===== config.mk =====
export PLATFORM = sky130hd
export DESIGN_NAME = gmhd_front
export DESIGN_NICKNAME = d
export VERILOG_FILES = /design/src/rtl/gmhd_pkg.sv /design/src/rtl/gmhd_front.sv
export SDC_FILE = /design/constraint.sdc
export NUM_CORES = 1
export LEC_CHECK = 0
export CORE_MARGIN = 2
export CORE_UTILIZATION = 50
export DETAILED_ROUTE_END_ITERATION = 7
export DONT_BUFFER_PORTS = 1
export GPL_TIMING_DRIVEN = 0
export HOLD_SLACK_MARGIN = 0.02
export PLACE_DENSITY = 0.69
export SKIP_LAST_GASP = 1
export SYNTH_ARGS = -nofsm -noshare
export SYNTH_HDL_FRONTEND = slang
export SYNTH_SLANG_ARGS = --single-unit

===== constraint.sdc =====
create_clock -name i_clk -period 26 [get_ports i_clk]
set_input_delay 3.9 -clock i_clk [delete_from_list [all_inputs] [get_ports i_clk]]
set_output_delay 3.9 -clock i_clk [all_outputs]
set_load 0.02 [all_outputs]

===== src/rtl/gmhd_pkg.sv =====
package gmhd_pkg;

    localparam int unsigned GridXCellsDef = 64;
    localparam int unsigned GridYCellsDef = 64;
    localparam logic [30:0] CellSizeReset = 31'd6554;

    // register addresses
    localparam logic [1:0] RegCellSize = 2'd0;

    localparam logic ModeInsert = 1'b0;
    localparam logic ModeDrain  = 1'b1;

    typedef struct packed {
        logic               mode;
        logic signed [31:0] in_x;
        logic signed [31:0] in_y;
        logic signed [31:0] in_z;
        logic        [31:0] in_attr;
    } t_in_word;

    typedef struct packed {
        logic               found;
        logic signed [31:0] out_x;
        logic signed [31:0] out_y;
        logic signed [31:0] out_z;
        logic        [31:0] out_attr;
    } t_out_word;

endpackage


===== src/rtl/gmhd_front.sv =====
module gmhd_front #(
    parameter int unsigned GRID_X_CELLS = 64,
    parameter int unsigned GRID_Y_CELLS = 64,
    localparam int unsigned AW = $clog2(GRID_X_CELLS * GRID_Y_CELLS),
    localparam int unsigned XW = $clog2(GRID_X_CELLS),
    localparam int unsigned YW = $clog2(GRID_Y_CELLS)
) (
    input  logic                i_clk,
    input  logic                i_rst_n,
    input  logic [30:0]         i_cell_size,
    input  logic                i_valid,
    output logic                o_ready,
    input  gmhd_pkg::t_in_word  i_word,
    output logic                o_valid,
    input  logic                i_ready,
    output logic                o_mode,
    output logic [AW-1:0]       o_addr,
    output logic [127:0]        o_data
);
    import gmhd_pkg::*;

    localparam logic [5:0] LastStep = 6'd32;

    // two restoring dividers (x and y) in lockstep, one quotient bit a cycle
    logic              r_busy, n_busy;
    logic [5:0]        r_step, n_step;
    logic [31:0]       r_den, n_den;
    logic [31:0]       r_qx, n_qx, r_qy, n_qy;
    logic [32:0]       r_rx, n_rx, r_ry, n_ry;
    logic              r_negx, n_negx, r_negy, n_negy;
    t_in_word          r_item, n_item;
    logic              r_ov, n_ov;
    logic              r_omode, n_omode;
    logic [AW-1:0]     r_oaddr, n_oaddr;
    logic [127:0]      r_odata, n_odata;

    logic [32:0] tx, ty;
    logic signed [33:0] colq, rowq;
    logic signed [33:0] col, row;
    logic [31:0] ax, ay;

    assign o_ready = !r_busy && (!r_ov || i_ready);
    assign o_valid = r_ov;
    assign o_mode  = r_omode;
    assign o_addr  = r_oaddr;
    assign o_data  = r_odata;

    always_comb begin
        ax = i_word.in_x[31] ? 32'(-i_word.in_x) : i_word.in_x;
        ay = i_word.in_y[31] ? 32'(-i_word.in_y) : i_word.in_y;
        tx = {r_rx[31:0], r_qx[31]};
        ty = {r_ry[31:0], r_qy[31]};
        // floor quotient: negative with remainder rounds down
        colq = r_negx ? -$signed({2'b0, r_qx}) - ((r_rx != '0) ? 34'sd1 : 34'sd0)
                      : $signed({2'b0, r_qx});
        rowq = r_negy ? -$signed({2'b0, r_qy}) - ((r_ry != '0) ? 34'sd1 : 34'sd0)
                      : $signed({2'b0, r_qy});
        col = colq + 34'(GRID_X_CELLS / 2);
        row = rowq + 34'(GRID_Y_CELLS / 2);
    end

    always_comb begin
        n_busy = r_busy; n_step = r_step; n_den = r_den;
        n_qx = r_qx; n_qy = r_qy; n_rx = r_rx; n_ry = r_ry;
        n_negx = r_negx; n_negy = r_negy; n_item = r_item;
        n_ov = r_ov; n_omode = r_omode; n_oaddr = r_oaddr; n_odata = r_odata;
        if (r_ov && i_ready) begin
            n_ov = 1'b0;
        end
        if (i_valid && o_ready) begin
            n_item = i_word;
            if (i_word.mode == ModeDrain) begin
                n_ov = 1'b1;
                n_omode = ModeDrain;
            end else begin
                n_busy = 1'b1;
                n_step = '0;
                n_den = (i_cell_size == '0) ? 32'd1 : {1'b0, i_cell_size};
                n_qx = ax; n_qy = ay; n_rx = '0; n_ry = '0;
                n_negx = i_word.in_x[31];
                n_negy = i_word.in_y[31];
            end
        end else if (r_busy && r_step != LastStep) begin
            n_step = r_step + 6'd1;
            n_qx = {r_qx[30:0], 1'b0};
            n_qy = {r_qy[30:0], 1'b0};
            if (tx >= {1'b0, r_den}) begin
                n_rx = tx - {1'b0, r_den}; n_qx[0] = 1'b1;
            end else begin
                n_rx = tx;
            end
            if (ty >= {1'b0, r_den}) begin
                n_ry = ty - {1'b0, r_den}; n_qy[0] = 1'b1;
            end else begin
                n_ry = ty;
            end
        end else if (r_busy && !r_ov) begin
            // window check and address forming: row * GRID_X_CELLS + col
            n_busy = 1'b0;
            if (col >= 0 && col < 34'(GRID_X_CELLS) && row >= 0 &&
                row < 34'(GRID_Y_CELLS)) begin
                n_ov = 1'b1;
                n_omode = ModeInsert;
                n_oaddr = AW'(32'(row[YW-1:0]) * GRID_X_CELLS + 32'(col[XW-1:0]));
                n_odata = {r_item.in_attr, r_item.in_z, r_item.in_y, r_item.in_x};
            end
        end
    end

    always_ff @(posedge i_clk) begin
        if (!i_rst_n) begin
            r_busy <= 1'b0;
            r_ov   <= 1'b0;
        end else begin
            r_busy <= n_busy;
            r_ov   <= n_ov;
        end
        r_step <= n_step; r_den <= n_den;
        r_qx <= n_qx; r_qy <= n_qy; r_rx <= n_rx; r_ry <= n_ry;
        r_negx <= n_negx; r_negy <= n_negy; r_item <= n_item;
        r_omode <= n_omode; r_oaddr <= n_oaddr; r_odata <= n_odata;
    end

`ifndef NO_ASSERTIONS
    a_no_accept_busy: assert property (@(posedge i_clk) disable iff (!i_rst_n)
        r_busy |-> !o_ready) else $error("accept while dividing");
    a_div_bounded: assert property (@(posedge i_clk) disable iff (!i_rst_n)
        r_busy |-> r_step <= LastStep) else $error("divider step overrun");
    a_drain_direct: assert property (@(posedge i_clk) disable iff (!i_rst_n)
        (i_valid && o_ready && i_word.mode == ModeDrain) |=> (r_ov && r_omode == ModeDrain))
        else $error("drain not forwarded");
`endif
endmodule


==> impl_metrics.csv, run 1 <==
group,metric,value,unit
worst_setup_path,cpPeakStageDelay,0.59,ns
routing,drcViolationCount,0,
logic_synthesis,synth-seq-cells,440,
worst_setup_path,cp.required,22.10,ns
worst_setup_path,criticalPathCategory,"in -> out",
floorplanning,die_area,53300,sq um
power,cellPowerDensity,77.4,nW/um^2
logic_synthesis,ys_seq_area_share,51.2,%
routing,top_layer,"met4",
sta,tns,0,ns
floorplanning,row_count,83,
floorplanning,die_y,231,um
routing,avgRoutedWirePerCell,21.2,um
worst_setup_path,crit_path_cell_trace,"nor2b_1, nor2_1",
worst_setup_path,crit_path_end_kind,"primary output",
routing,viasPerCell,6.03,
floorplanning,ios,307,
final_layout,layout-drive-gt1-share,6.17,%
clocking,cts.sinks,440,
final_layout,final_common_cell,"edfxtp_1",
routing,wl_met3,3.91,mm
sta,layout_setup_ws,17.51,ns
logic_synthesis,yosys_warnings,0,
logic_synthesis,synthFlopType,"edfxtp_1",
routing,firstDrtPassIters,6,
worst_setup_path,cp_slowest_cell,"nor2_1",
sta,tightest_slew,1.02,ns
global_route,grt_pass1_wl,105,mm
outcome,status,"finished, final reports clean",
logic_synthesis,synth_compound_gate_area_share,16.5,%
place,placed_cell_area,26800,sq um
clocking,cts.htree.levels,2,
floorplanning,core_area,51100,sq um
worst_setup_path,start_kind,"input pin",
worst_setup_path,path_max_fanout,2,
global_route,grt_pass1_vias,18677,
routing,vias,19250,
logic_synthesis,synth_top_family_by_area,"compound AO/OA/AOI/OAI gates",
sta,finClkSkew,0.0269,ns
min_path,hold_class,"reg -> reg",
final_layout,syn_to_final_growth,10.1,%
global_route,grt_max_degree,71,
job,drv_cap,0,
worst_setup_path,crit_arrival,4.59,ns
logic_synthesis,synth_edf_count,438,
logic_synthesis,synth.distinct_cells,107,
clocking,cts_buffer_depth,3,
power,vdd_ir_drop_max,61.6,uV
global_route,antenna_found_initial,0,
final_layout,num-nets-final,2779,
global_route,grt_overflow,0,
routing,met2WireLength,32.6,mm
place,dpl_worst_slack,17.49,ns
final_layout,final_util,55.5,%
global_route,track_usage,24.9,%
sta,min_period,8.49,ns
clocking,cts_setup_buffers,0,
logic_synthesis,synth-simple-area-share,15.2,%
clocking,cts_tree,"built",
power,leakage,10.6,nW
logic_synthesis,synth_nets,2723,
place,hpwl,50.3,mm
sta,slew-limit-headroom,32.2,%
logic_synthesis,syn_area,25800,sq um
routing,wirelength,67.6,mm
logic_synthesis,syn_inst,2418,
routing,drtIter0Drc,1347,
sta,rsz0062_at_grt,"no",
final_layout,final_area,28400,sq um
sta,setup_violations,0,
routing,antenna_left,0,
logic_synthesis,synth_fa_ha_area_share,6.91,%
logic_synthesis,yosysTopAreaCell,"edfxtp_1",
logic_synthesis,synthArstFlopShare,0,%
floorplanning,initial_utilization,50.4,%
clocking,worst_skew_pair.late_latency,0.61,ns
logic_synthesis,synth_area_leaders,"edfxtp_1 51%, ha_1 6.8%, a21oi_1 3.2%, nor2_1 3.1%, xor2_1 2.9%",
place,portBuffers,0,
sta,hold_viol,0,
clocking,clk_pin_slew,0.06,ns
sta,fin_crit_sh,32.6,%
clocking,cts_hold_buffers,0,
worst_setup_path,critPathTopFamily,"simple AND/OR/NAND/NOR gates",
logic_synthesis,syn_area_per_cell,10.7,sq um
logic_synthesis,synth.mux.area_fraction,1.54,%
logic_synthesis,synth_xor_area_share,5.00,%
final_layout,final_cell_mix,"438 x edfxtp_1, 215 x nor2_1, 189 x nand2_1",
worst_setup_path,path_buf_inv,0,
clocking,cts_resized,0,
routing,met1_length,28.7,mm
clocking,cts_made_buffers,47,
logic_synthesis,yosys.area.top_type_share,51.1,%
place,gp_congestion,0.915,
clocking,cts_root_buf,"clkbuf_16",
final_layout,n_antenna_cell,0,
worst_setup_path,r2r_setup_slack,18.07,ns
sta,drv_slew,0,
floorplanning,die_w,231,um
sta,max_freq,118,MHz
[per-stage QoR]
step                power (mW)  instances  hold WS (ns)
CTS                       2.20       3191         0.415
finish                    2.19       3191         0.411
global placement          1.51       3098         0.401
global route              2.31       3191         0.421
floorplan                 1.38       2418         0.400
detailed placement        1.53       3105         0.405
[state kept, by name (all words and copies together), names as in the netlist, 6 cells and up]
| signal | count |
|---|---|
| o_addr | 12 |
| r_step | 6 |
| r_rx | 33 |
| o_data | 128 |
| r_qy | 32 |
| r_den | 31 |
| r_ry | 33 |
| r_qx | 32 |
| r_item | 128 |
[report_power, final]
part / total, mW / switching [mW] / internal (mW) / leakage (nW)
sequential: 0.900 / 0.0421 / 0.858 / 4.13
clock: 0.670 / 0.293 / 0.377 / 0.745
combinational: 0.625 / 0.379 / 0.245 / 5.75
[final cells by class]
| class | instances | area, sq um |
|---|---|---|
| Multi-Input combinational cell | 1732 | 11600 |
| Buffer | 104 | 414 |
| Clock inverter | 32 | 343 |
| Sequential cell | 440 | 13200 |
| Inverter | 142 | 533 |
| Clock buffer | 54 | 1200 |
| Fill cell | 4446 | 22700 |
| Timing Repair Buffer | 7 | 178 |
| Tap cell | 680 | 851 |
[Yosys cell counts (9+ instances only)]
cell type and number:
edfxtp_1 438, nor2_1 216, nand2_1 189, a21oi_1 165
o21ai_0 143, ha_1 139, inv_1 139, xor2_1 86
clkbuf_1 84, xnor2_1 61, a21o_1 60, nor3_1 57
nand3_1 51, nor4_1 35, mux2i_1 33, or3_1 31
o31ai_1 26, and3_1 24, or4_1 24, nand4_1 23
a211oi_1 20, nand2b_1 20, a31oi_1 18, and2_1 17
nor2b_1 17, o21a_1 17, o211ai_1 15, or2_2 14
o21bai_1 13, o41ai_1 12, buf_1 11, o22ai_1 10
a21boi_0 9, and4_1 9
[layer usage]
| layer | vias up | track usage (%) |
|---|---|---|
| met1 | 9238 | 32.4 |
| met5 | - | 0 |
| met3 | 131 | 3.36 |
| li1 | 9202 | - |
| met2 | 679 | 42.2 |
| met4 | 0 | 9.46 |
[worst paths after layout]
check,cells past startpoint,end,start
setup / recovery,2,o_ready,i_ready
setup reg to reg,25,o_data[107],r_rx[11]
hold / removal,0,o_data[34],r_item[66]
hold reg to reg,0,o_data[34],r_item[66]
[logic make-up after synthesis]
family,Yosys count
xor gates and xnor gates,147
DFF,440
AOI/OAI and AO/OA,631
muxes,39
and+or+nand+nor,774
adders and majority gates,141
buffers and inverters,246
[worst register-to-register path, stage by stage, from the launching register on]
cell       delay (ns)
edfxtp_1         0.44
nor4_1           0.42
nand4_1          0.18
nor4_1           0.34
and4_1           0.43
ha_1             0.22
ha_1             0.22
inv_1            0.09
ha_1             0.21
o21bai_1         0.23
a21oi_1          0.12
xnor2_1          0.17
mux2i_1          0.21
inv_1            0.12
ha_1             0.22
and3_1           0.25
nand4b_2         0.24
nor4b_4          0.46
or4b_4           0.54
or4_1            0.43
a2bb2oi_2        0.14
nand4_2          0.13
a2111oi_4        0.23
and4b_4          0.89
buf_12           0.33
buf_16           0.32
Power figures use the tool's default switching activity.
==> run 2: changes to the inputs <==
--- a/config.mk
+++ b/config.mk
@@ -5,13 +5,14 @@
 export SDC_FILE = /design/constraint.sdc
 export NUM_CORES = 1
 export LEC_CHECK = 0
+export ABC_AREA = 1
 export CORE_MARGIN = 2
 export CORE_UTILIZATION = 50
 export DETAILED_ROUTE_END_ITERATION = 7
 export DONT_BUFFER_PORTS = 1
 export GPL_TIMING_DRIVEN = 0
 export HOLD_SLACK_MARGIN = 0.02
-export PLACE_DENSITY = 0.69
+export PLACE_DENSITY = 0.72
 export SKIP_LAST_GASP = 1
 export SYNTH_ARGS = -nofsm -noshare
 export SYNTH_HDL_FRONTEND = slang
==> constraint.sdc (replaced) <==
create_clock -name i_clk -period 7.5 [get_ports i_clk]
set_input_delay 1.125 -clock i_clk [delete_from_list [all_inputs] [get_ports i_clk]]
set_output_delay 1.125 -clock i_clk [all_outputs]
set_load 0.02 [all_outputs]
==> run 2 against run 1 <==
  * Die area up 9.2%
  * First-iteration DRC count up 57%
  * Clock power rose to 3.4 times the previous value
  * Highest routed layer unchanged
==> impl_metrics.csv, run 2 <==
group,metric,value,unit
final_layout,final_util,55.7,%
clocking,clk_pin_slew,0.06,ns
logic_synthesis,synthTopCellsByCount,"1040 x nand2_1, 512 x inv_1, 438 x edfxtp_1, 262 x nor2_1, 212 x nand3_1",
final_layout,final_cell_mix,"1040 x nand2_1, 511 x inv_1, 438 x edfxtp_1",
final_layout,final_common_cell,"nand2_1",
final_layout,layout-drive-gt1-share,6.87,%
routing,drcViolationCount,0,
sta,drv_slew,0,
routing,antenna_left,0,
logic_synthesis,synthArstFlopShare,0,%
logic_synthesis,yosysTopAreaCell,"edfxtp_1",
global_route,grt_max_degree,94,
floorplanning,die_w,241,um
logic_synthesis,synth_edf_count,438,
worst_setup_path,start_kind,"register",
sta,max_freq,153,MHz
floorplanning,die_y,241,um
sta,rsz0062_at_grt,"no",
routing,drtIter0Drc,2113,
sta,timing.hold.ws,0.399,ns
logic_synthesis,yosys_warnings,0,
global_route,grt_pass1_wl,121,mm
routing,viasPerCell,5.39,
floorplanning,ios,307,
place,hpwl,61.8,mm
place,portBuffers,0,
worst_setup_path,r2r_cells,27,
sta,fin_crit_sh,87.2,%
routing,vias,23334,
global_route,grt_pass1_vias,21806,
logic_synthesis,yosys.area.top_type_share,46.7,%
sta,slew-limit-headroom,19.6,%
clocking,cts_root_buf,"clkbuf_16",
logic_synthesis,ys_seq_area_share,46.8,%
clocking,cts_hold_buffers,0,
worst_setup_path,cpPeakStageDelay,0.55,ns
sta,tightest_slew,1.21,ns
power,vdd_ir_drop_max,181,uV
final_layout,num-nets-final,3850,
sta,setup_violations,0,
logic_synthesis,synth_nets,3791,
place,dpl_worst_slack,1.20,ns
min_path,hp-start,"r_item[51]",
routing,avgRoutedWirePerCell,18.1,um
worst_setup_path,cp_slowest_cell,"nor3_1",
clocking,cts_buffer_depth,3,
final_layout,syn_to_final_growth,9.55,%
clocking,cts.sinks,440,
clocking,cts_tree,"built",
floorplanning,initial_utilization,50.8,%
global_route,antenna_found_initial,2,
routing,wirelength,78.3,mm
clocking,worst_skew_pair.late_latency,0.59,ns
floorplanning,core_area,55400,sq um
global_route,grt_overflow,0,
logic_synthesis,synth.distinct_cells,60,
place,gp_congestion,0.977,
outcome,status,"finished, final reports clean",
sta,layout_setup_ws,0.962,ns
floorplanning,die_area,58200,sq um
clocking,cts_setup_buffers,0,
worst_setup_path,regToRegStartpoint,"r_ry[0]",
logic_synthesis,synth_most_common_cell,"nand2_1",
worst_setup_path,criticalPathCategory,"reg -> reg",
clocking,cts_resized,0,
worst_setup_path,cp.required,7.69,ns
worst_setup_path,crit_path_end_kind,"register",
clocking,cts.htree.levels,2,
sta,finClkSkew,0.0439,ns
floorplanning,row_count,86,
worst_setup_path,cp-startpoint,"r_ry[0]",
power,finalPower,7.54,mW
logic_synthesis,syn_area_per_cell,8.08,sq um
power,leakage,13.6,nW
job,drv_cap,0,
worst_setup_path,path_max_fanout,93,
global_route,track_usage,26.8,%
worst_setup_path,crit_top_cell,"nand2_1",
logic_synthesis,syn_inst,3486,
min_path,hold_class,"reg -> reg",
min_path,hold_depth,0,
final_layout,n_fill_cell,5046,
worst_setup_path,crit_arrival,6.73,ns
logic_synthesis,synth-seq-cells,440,
logic_synthesis,syn_area,28200,sq um
sta,min_period,6.54,ns
logic_synthesis,synthFlopType,"edfxtp_1",
sta,hold_viol,0,
clocking,cts_made_buffers,46,
routing,firstDrtPassIters,5,
power,cellPowerDensity,244,nW/um^2
logic_synthesis,synth_area_leaders,"edfxtp_1 47%, nand2_1 14%, inv_1 6.8%, ha_1 6.2%, nand3_1 3.8%",
run 2: path summary, 6_finish.rpt:
check / to / slack, ns
max: o_data[105] / 0.96
max reg2reg: o_data[105] / 0.96
min: o_data[83] / 0.40
min reg2reg: o_data[83] / 0.40
run 2: per-layer routing:
layer,wire length (um),GRT usage [%],vias up
li1,-,-,11609
met4,1910,7.03,0
met2,36600,45.4,907
met1,33200,35.6,10696
met3,6580,4.42,122
met5,0,0,-
run 2: through the flow:
stage | cells | cell area [sq um] | setup TNS, ns
after floorplan | 3486 | 28200 | 0
after global placement | 4234 | 29100 | -692.29
after detailed placement | 4245 | 29400 | 0
after CTS | 4328 | 30900 | 0
after global routing | 4329 | 30900 | 0
final | 4329 | 30900 | 0
run 2: cell families (layout without fill, tap and decap cells):
logic type | Yosys count | count (layout) | synth area share (%)
other cells | 0 | 1 | 0
xor+xnor | 81 | 81 | 2.52
simple gates | 1804 | 1804 | 28.1
fa+ha+maj | 141 | 141 | 6.32
compound gates | 405 | 405 | 7.98
buf+inv | 615 | 709 | 8.25
flops | 440 | 440 | 46.8
run 2: area by class of cell:
class	count	area (sq um)	area share, %
Clock buffer	55	1210	3.91
Sequential cell	440	13200	42.8
Multi-Input combinational cell	2431	12700	41.1
Timing Repair Buffer	11	243	0.787
Inverter	529	1990	6.46
Antenna cell	1	2.50	0.00811
Clock inverter	28	278	0.900
Buffer	86	339	1.10
Tap cell	748	936	3.03
run 2: where the power goes:
part	switching, mW	internal, mW	leakage, nW
sequential	0.119	2.95	4.14
clock	0.947	1.32	0.728
combinational	1.47	0.729	8.74
total	2.54	5.00	13.6
run 2: worst max-delay path, delay by kind of cell (launching register included):
kind | cells | cell delay [ns]
DFF | 1 | 0.45
and+or+nand+nor | 18 | 3.58
AOI/OAI and AO/OA | 1 | 0.17
buffers and inverters | 5 | 1.12
adders and majority gates | 3 | 0.68
